### src/rtl/lfu_pkg.sv
// ----------------------------------------------------------------------------
// LFU policy package
// Shared sizes, chain record and update command types for the LFU policy table.
// ----------------------------------------------------------------------------
package lfu_pkg;

    localparam int ENTRIES    = 16;
    localparam int USE_BITS   = 16;
    localparam int STAMP_BITS = 32;
    localparam int IDX_W      = (ENTRIES > 1) ? $clog2(ENTRIES) : 1;
    localparam int OCC_W      = $clog2(ENTRIES + 1);
    localparam int KEY_W      = 32;
    localparam int VAL_W      = 32;
    localparam int CAP_W      = 5;

    localparam logic [USE_BITS-1:0] USE_MAX = {USE_BITS{1'b1}};

    localparam logic MODE_GET = 1'b0;
    localparam logic MODE_PUT = 1'b1;

    // Search record handed from cell to cell during a scan
    typedef struct packed {
        logic                  valid;
        logic [KEY_W-1:0]      key;
        logic [STAMP_BITS-1:0] clk;
        logic                  found;
        logic [IDX_W-1:0]      found_idx;
        logic [VAL_W-1:0]      found_val;
        logic                  vic_ok;
        logic [IDX_W-1:0]      vic_idx;
        logic [USE_BITS-1:0]   vic_uses;
        logic [STAMP_BITS-1:0] vic_age;
        logic [KEY_W-1:0]      vic_key;
        logic                  free_ok;
        logic [IDX_W-1:0]      free_idx;
    } carry_t;

    // Update command broadcast to all cells at the end of a transaction
    typedef struct packed {
        logic                  touch_en;
        logic                  set_val;
        logic [IDX_W-1:0]      touch_idx;
        logic                  evict_en;
        logic [IDX_W-1:0]      evict_idx;
        logic                  ins_en;
        logic [IDX_W-1:0]      ins_idx;
        logic [KEY_W-1:0]      key;
        logic [VAL_W-1:0]      value;
        logic [STAMP_BITS-1:0] clk;
    } upd_t;

    typedef enum logic [1:0] {
        ST_IDLE,
        ST_SCAN,
        ST_APPLY
    } state_t;

endpackage

### src/rtl/lfu_cell.sv
// ----------------------------------------------------------------------------
// LFU table cell
// Holds one entry, folds it into the passing search record and applies updates.
// ----------------------------------------------------------------------------
module lfu_cell
    import lfu_pkg::*;
(
    input  logic             clk,
    input  logic             rst_n,
    input  logic [IDX_W-1:0] cell_idx,
    input  carry_t           carry_in,
    output carry_t           carry_out,
    input  upd_t             upd
);

    logic                  valid_reg;
    logic [KEY_W-1:0]      key_reg;
    logic [VAL_W-1:0]      value_reg;
    logic [USE_BITS-1:0]   uses_reg;
    logic [STAMP_BITS-1:0] stamp_reg;
    carry_t                carry_reg;
    carry_t                carry_next;
    logic [STAMP_BITS-1:0] age;

    assign age       = carry_in.clk - stamp_reg;
    assign carry_out = carry_reg;

    always_comb
    begin
        carry_next = carry_in;
        if (carry_in.valid && valid_reg)
        begin
            if (!carry_in.found && key_reg == carry_in.key)
            begin
                carry_next.found     = 1'b1;
                carry_next.found_idx = cell_idx;
                carry_next.found_val = value_reg;
            end
            if (!carry_in.vic_ok || uses_reg < carry_in.vic_uses ||
                (uses_reg == carry_in.vic_uses && age > carry_in.vic_age))
            begin
                carry_next.vic_ok   = 1'b1;
                carry_next.vic_idx  = cell_idx;
                carry_next.vic_uses = uses_reg;
                carry_next.vic_age  = age;
                carry_next.vic_key  = key_reg;
            end
        end
        if (carry_in.valid && !valid_reg && !carry_in.free_ok)
        begin
            carry_next.free_ok  = 1'b1;
            carry_next.free_idx = cell_idx;
        end
    end

    always_ff @(posedge clk or negedge rst_n)
    begin
        if (!rst_n)
        begin
            carry_reg <= '0;
            valid_reg <= 1'b0;
        end
        else
        begin
            carry_reg <= carry_next;
            // an insert into the victim's own slot keeps it valid
            if (upd.ins_en && upd.ins_idx == cell_idx)
                valid_reg <= 1'b1;
            else if (upd.evict_en && upd.evict_idx == cell_idx)
                valid_reg <= 1'b0;
        end
    end

    always_ff @(posedge clk)
    begin
        if (upd.ins_en && upd.ins_idx == cell_idx)
        begin
            key_reg   <= upd.key;
            value_reg <= upd.value;
            uses_reg  <= USE_BITS'(1);
            stamp_reg <= upd.clk;
        end
        else if (upd.touch_en && upd.touch_idx == cell_idx)
        begin
            if (upd.set_val)
                value_reg <= upd.value;
            if (uses_reg != USE_MAX)
                uses_reg <= uses_reg + USE_BITS'(1);
            stamp_reg <= upd.clk;
        end
    end

endmodule

### config.mk
export PLATFORM = sky130hd
export DESIGN_NAME = lfu_cell
export DESIGN_NICKNAME = d
export VERILOG_FILES = /design/src/rtl/lfu_pkg.sv /design/src/rtl/lfu_cell.sv
export SDC_FILE = /design/constraint.sdc
export NUM_CORES = 1
export LEC_CHECK = 0
export BUFFER_PORTS_ARGS = -buffer_cell sky130_fd_sc_hd__buf_2
export CORE_AREA = 2 2 198 200
export DETAILED_ROUTE_END_ITERATION = 8
export DIE_AREA = 0 0 200 202
export PLACE_DENSITY = 0.75
export SLEW_MARGIN = 20
export SYNTH_ARGS = -nofsm -noshare
export SYNTH_HDL_FRONTEND = slang
export SYNTH_SLANG_ARGS = --single-unit
export TNS_END_PERCENT = 1
### constraint.sdc
create_clock -name clk -period 4.6 [get_ports clk]
set_input_delay 0.92 -clock clk [delete_from_list [all_inputs] [get_ports clk]]
set_output_delay 0.92 -clock clk [all_outputs]
set_load 0.01 [all_outputs]
Yosys cells after proc, flatten, opt, wreduce, memory -nomap -nowiden
Cells that the tools add are included.
{"block": "totals", "ff_bits": 305, "output_inout_bits": 192}
{"block": "op_classes", "n_addsub": 2, "magnitude_cmp": 2, "n_eq_ne": 6, "muxes": 11, "reduce_logical": 19}
{"cell": "$mux 32", "count": 5}
{"cell": "$mux 122", "count": 1}
{"cell": "$mux 85", "count": 1}
{"cell": "$mux 37", "count": 1}
{"cell": "$eq 32x32->1", "count": 1}
{"cell": "$gt 32x32->1", "count": 1}
{"cell": "$sub 32x32->32", "count": 1}
{"cell": "$add 16x1->16 const B", "count": 1}
{"cell": "$eq 16x16->1", "count": 1}
{"cell": "$lt 16x16->1", "count": 1}
{"cell": "$ne 16x16->1 const B", "count": 1}
{"cell": "$eq 4x4->1", "count": 3}
{"cell": "$logic_and 1x1->1", "count": 8}
{"cell": "$reduce_bool 2->1", "count": 3}
{"cell": "$mux 5", "count": 1}
{"cell": "$logic_not 1->1", "count": 4}
{"cell": "$reduce_and 2->1", "count": 2}
{"cell": "$logic_or 1x1->1", "count": 2}
{"cell": "$mux 1", "count": 2}

Longest topological paths before layout
{"block": "logic_depth", "depth_word": 6, "depth_mapped": 23}

Least setup slack after synthesis
Ideal clock, no wire load.
{"block": "synth_path", "path_kind": "input port to flip-flop", "startpoint": "input port carry_in[127] in the netlist's numbering", "endpoint": "register carry_reg (netlist bit carry_out[11])", "setup_time_ps": 125, "arrival_ps": 5020, "required_time_ps": 4475, "path_slack_ps": -545, "cell_stages": 21, "n_path_buf": 2, "path_cell_list": "inv_1 > ha_1 > inv_1 > fa_1 > a21oi_1 > nor2b_1 > a31o_2 > o211ai_1 > o31ai_2 > a31o_2 > a31oi_1 > xnor2_1 > ha_1 > a21oi_1 > nand2_1 > a221o_1 > o41ai_2 > and2_1 > buf_2 > buf_4 > mux2_2"}
{"element": "from (decl)", "line_no": "lfu_cell.sv:11", "source": "input carry_t carry_in,"}
{"element": "to (signal assigned)", "line_no": "lfu_cell.sv:65", "source": "carry_reg <= carry_next;"}
{"element": "to (decl)", "line_no": "lfu_cell.sv:21", "source": "carry_t carry_reg;"}

==> qor.csv <==
metric;value;unit
remaining_drc_errors;0;
grt_overflow;0;
p_total;8.05;mW
finalNetCount;2088;
clockRootBuffer;clkbuf_16;
setup_violations;48;
synth-seq-cells;305;
largest_register_ffs;192;
grt_pass1_wl;63100;um
rows;72;
synthTopCellsByArea;dfrtp_1, edfxtp_1, ha_1;
drv_slew;0;
synthFlopType;dfrtp_1;
synth-async-reset-ratio;63.3;%
yosysTopAreaCell;dfrtp_1;
ioPinCount;502;
core;38300;sq um
hold_start;value_reg[22];
synth_top_cell_area_share;36.0;%
drv_cap;0;
grt_antenna_before_repair;14;
ys_seq_area_share;59.9;%
crit_path_start;carry_in[127];
yosysUniqueCellTypes;58;
grt_pass1_vias;11100;
powerDensity;425;nW/um^2
yosysMostFrequentCell;dfrtp_1;
p_seq_share;39.6;%
min_period;4.71;ns
dpl.cell_count;2169;
grt_max_degree;107;
postRouteAntennaNets;0;
tightestPinTransition;0.910;ns
min_path_cells;1;
initial_core_util;35.0;%
violations;negative setup slack;
finClkSkew;0.0190;ns
max_stage_delay;0.34;ns
cts_tree;yes;
hold_class;flip-flop to flip-flop;
netSwitchingFraction;27.9;%
worstPathRequired;5.07;ns
peakVddDrop;0.000274;V
max-clock-path-buffers;3;
worstPathArrival;5.18;ns
crit_fanout;5;
regArea;8030;sq um
wl_per_cell;19.0;um
synth_fp_nets;1454;
firstDrtPassIters;5;
slew_headroom;39.3;%
fin_util;49.5;%
cp_common_cell;buf_4;
hpwlAfterDp;33000;um
routed_via_density;4.78;
leakagePower;8.98;nW
synth.yosys.warnings;0;
hold_viol;0;
finalWirelength;42800;um
cts_made_buffers;36;
synth.avg_cell_area;12.6;sq um
clkTransAtPathRegs;0.06;ns
p_clk_share;37.5;%
portBuffers;501;
final_cells;2253;
via_count;10800;
rsz0062_at_grt;yes;
place_ws;-0.741;ns
clock_latency;0.54;ns
slowest_stage;fa_2;
r2r_start;stamp_reg[1];
pwr-share-comb;22.9;%
synthTopCellsByCount;dfrtp_1, edfxtp_1, mux2_2;
rrSetupSlack;0.04;ns
tns;-3.10;ns
dieArea;40400;sq um
die_x;200;um
worst_slack;-0.108;ns
p_int;5.80;mW
fillers;3412;
area_growth;41.4;%
fmax;212;MHz
cts_max_level;2;
rr_worst_depth;19;
die_h;202;um
drt_iter0_drc;486;
synth_area;13400;sq um
critPathKind;primary input to flip-flop;
grt_util_all_layers;20.7;%
synth_cells;1063;
gp_congestion;0.961;
multi_input_area;5110;sq um
fin_crit_sh;102;%
cp-end-kind;flip-flop;
status;complete, but fails checks;
synth-edff-count;96;
switchingPower;2.25;mW
cts.sinks;305;
cp-start-kind;primary input;
drive_above_1_share;46.5;%
-- placed cells by master, fill, tap and decap left out, types with 9 or more instances in the layout --
master     count
diode_2       10
nor2_1        49
a21o_1        14
nand4_1       29
buf_4        111
nand2b_1       9
nand2_1       67
o21ai_0       57
or3_1         10
nand3_1       14
xnor2_1       49
inv_1         83
a21oi_1       36
dfrtp_1      193
ha_1          78
buf_2        500
nor3_1        12
nor2b_1        9
dfxtp_1       16
xor2_1        32
and3_1        11
clkbuf_16     38
mux2_2        87
edfxtp_1      96
-- area by class of cell --
| class | instances | area share [%] |
|---|---|---|
| Sequential cell | 305 | 42.4 |
| Antenna cell | 10 | 0.132 |
| Inverter | 84 | 1.66 |
| Clock buffer | 50 | 5.57 |
| Timing Repair Buffer | 621 | 18.7 |
| Clock inverter | 16 | 1.15 |
| Multi-Input combinational cell | 649 | 27.0 |
| Tap cell | 518 | 3.42 |
-- power by group through the flow --
| stage | clock, mW | sequential (mW) | combinational (mW) |
|---|---|---|---|
| global route | 3.21 | 3.21 | 2.02 |
| floorplan | 0 | 3.33 | 0.769 |
| finish | 3.02 | 3.19 | 1.85 |
| CTS | 3.09 | 3.19 | 1.84 |
| detailed placement | 0 | 3.24 | 1.73 |
| global placement | 0 | 3.23 | 1.69 |
-- metrics by stage --
stage	cell area (sq um)	hold WS, ns
3_3_place_gp	17400	0.456
6_report	18900	0.474
2_1_floorplan	13500	0.454
4_1_cts	18900	0.469
3_5_place_dp	17400	0.464
5_1_grt	18900	0.478
-- repair_timing --
| item | CTS | global route |
|---|---|---|
| setup endpoints to repair | 73 | 84 |
| resized for setup | 18 | 10 |
| pin swaps | 6 | 3 |
| buffers inserted | 5 | 1 |
| cloned | 2 | 0 |
| hold buffers | 0 | 0 |
-- per-layer routing --
metal / part of all wire (%) / up-vias / global-route usage (%)
met5: 0.11 / - / 0
met4: 3.9 / 6 / 10.3
met3: 7.4 / 102 / 5.71
met2: 50 / 411 / 34.9
met1: 39 / 5186 / 24.2
li1: - / 5056 / -
-- cells by family (layout without fill, tap and decap cells) --
family | Yosys count | in the layout | synth area share [%]
buffers and inverters | 109 | 771 | 3.30
AOI/OAI and AO/OA | 169 | 169 | 8.08
xor gates and xnor gates | 81 | 81 | 5.29
other | 0 | 10 | 0
muxes | 89 | 89 | 7.46
adders and majority gates | 81 | 81 | 7.62
and+or+nand+nor | 229 | 229 | 8.31
DFF | 305 | 305 | 59.9
-- worst paths after layout --
kind / endpoint
worst max-delay path: carry_out[61]
worst min-delay path: carry_out[112]
worst max register to register: carry_out[17]
worst min register to register: carry_out[112]
max in group asynchronous: carry_out[32]
min in group asynchronous: carry_out[159]
-- worst max-delay path: cells and delay by family --
family	cells	cell delay (ns)
xor+xnor	1	0.10
fa+ha+maj	3	0.80
buf+inv	9	1.14
simple gates	4	0.64
compound gates	9	1.57
Power figures use the tool's default switching activity.
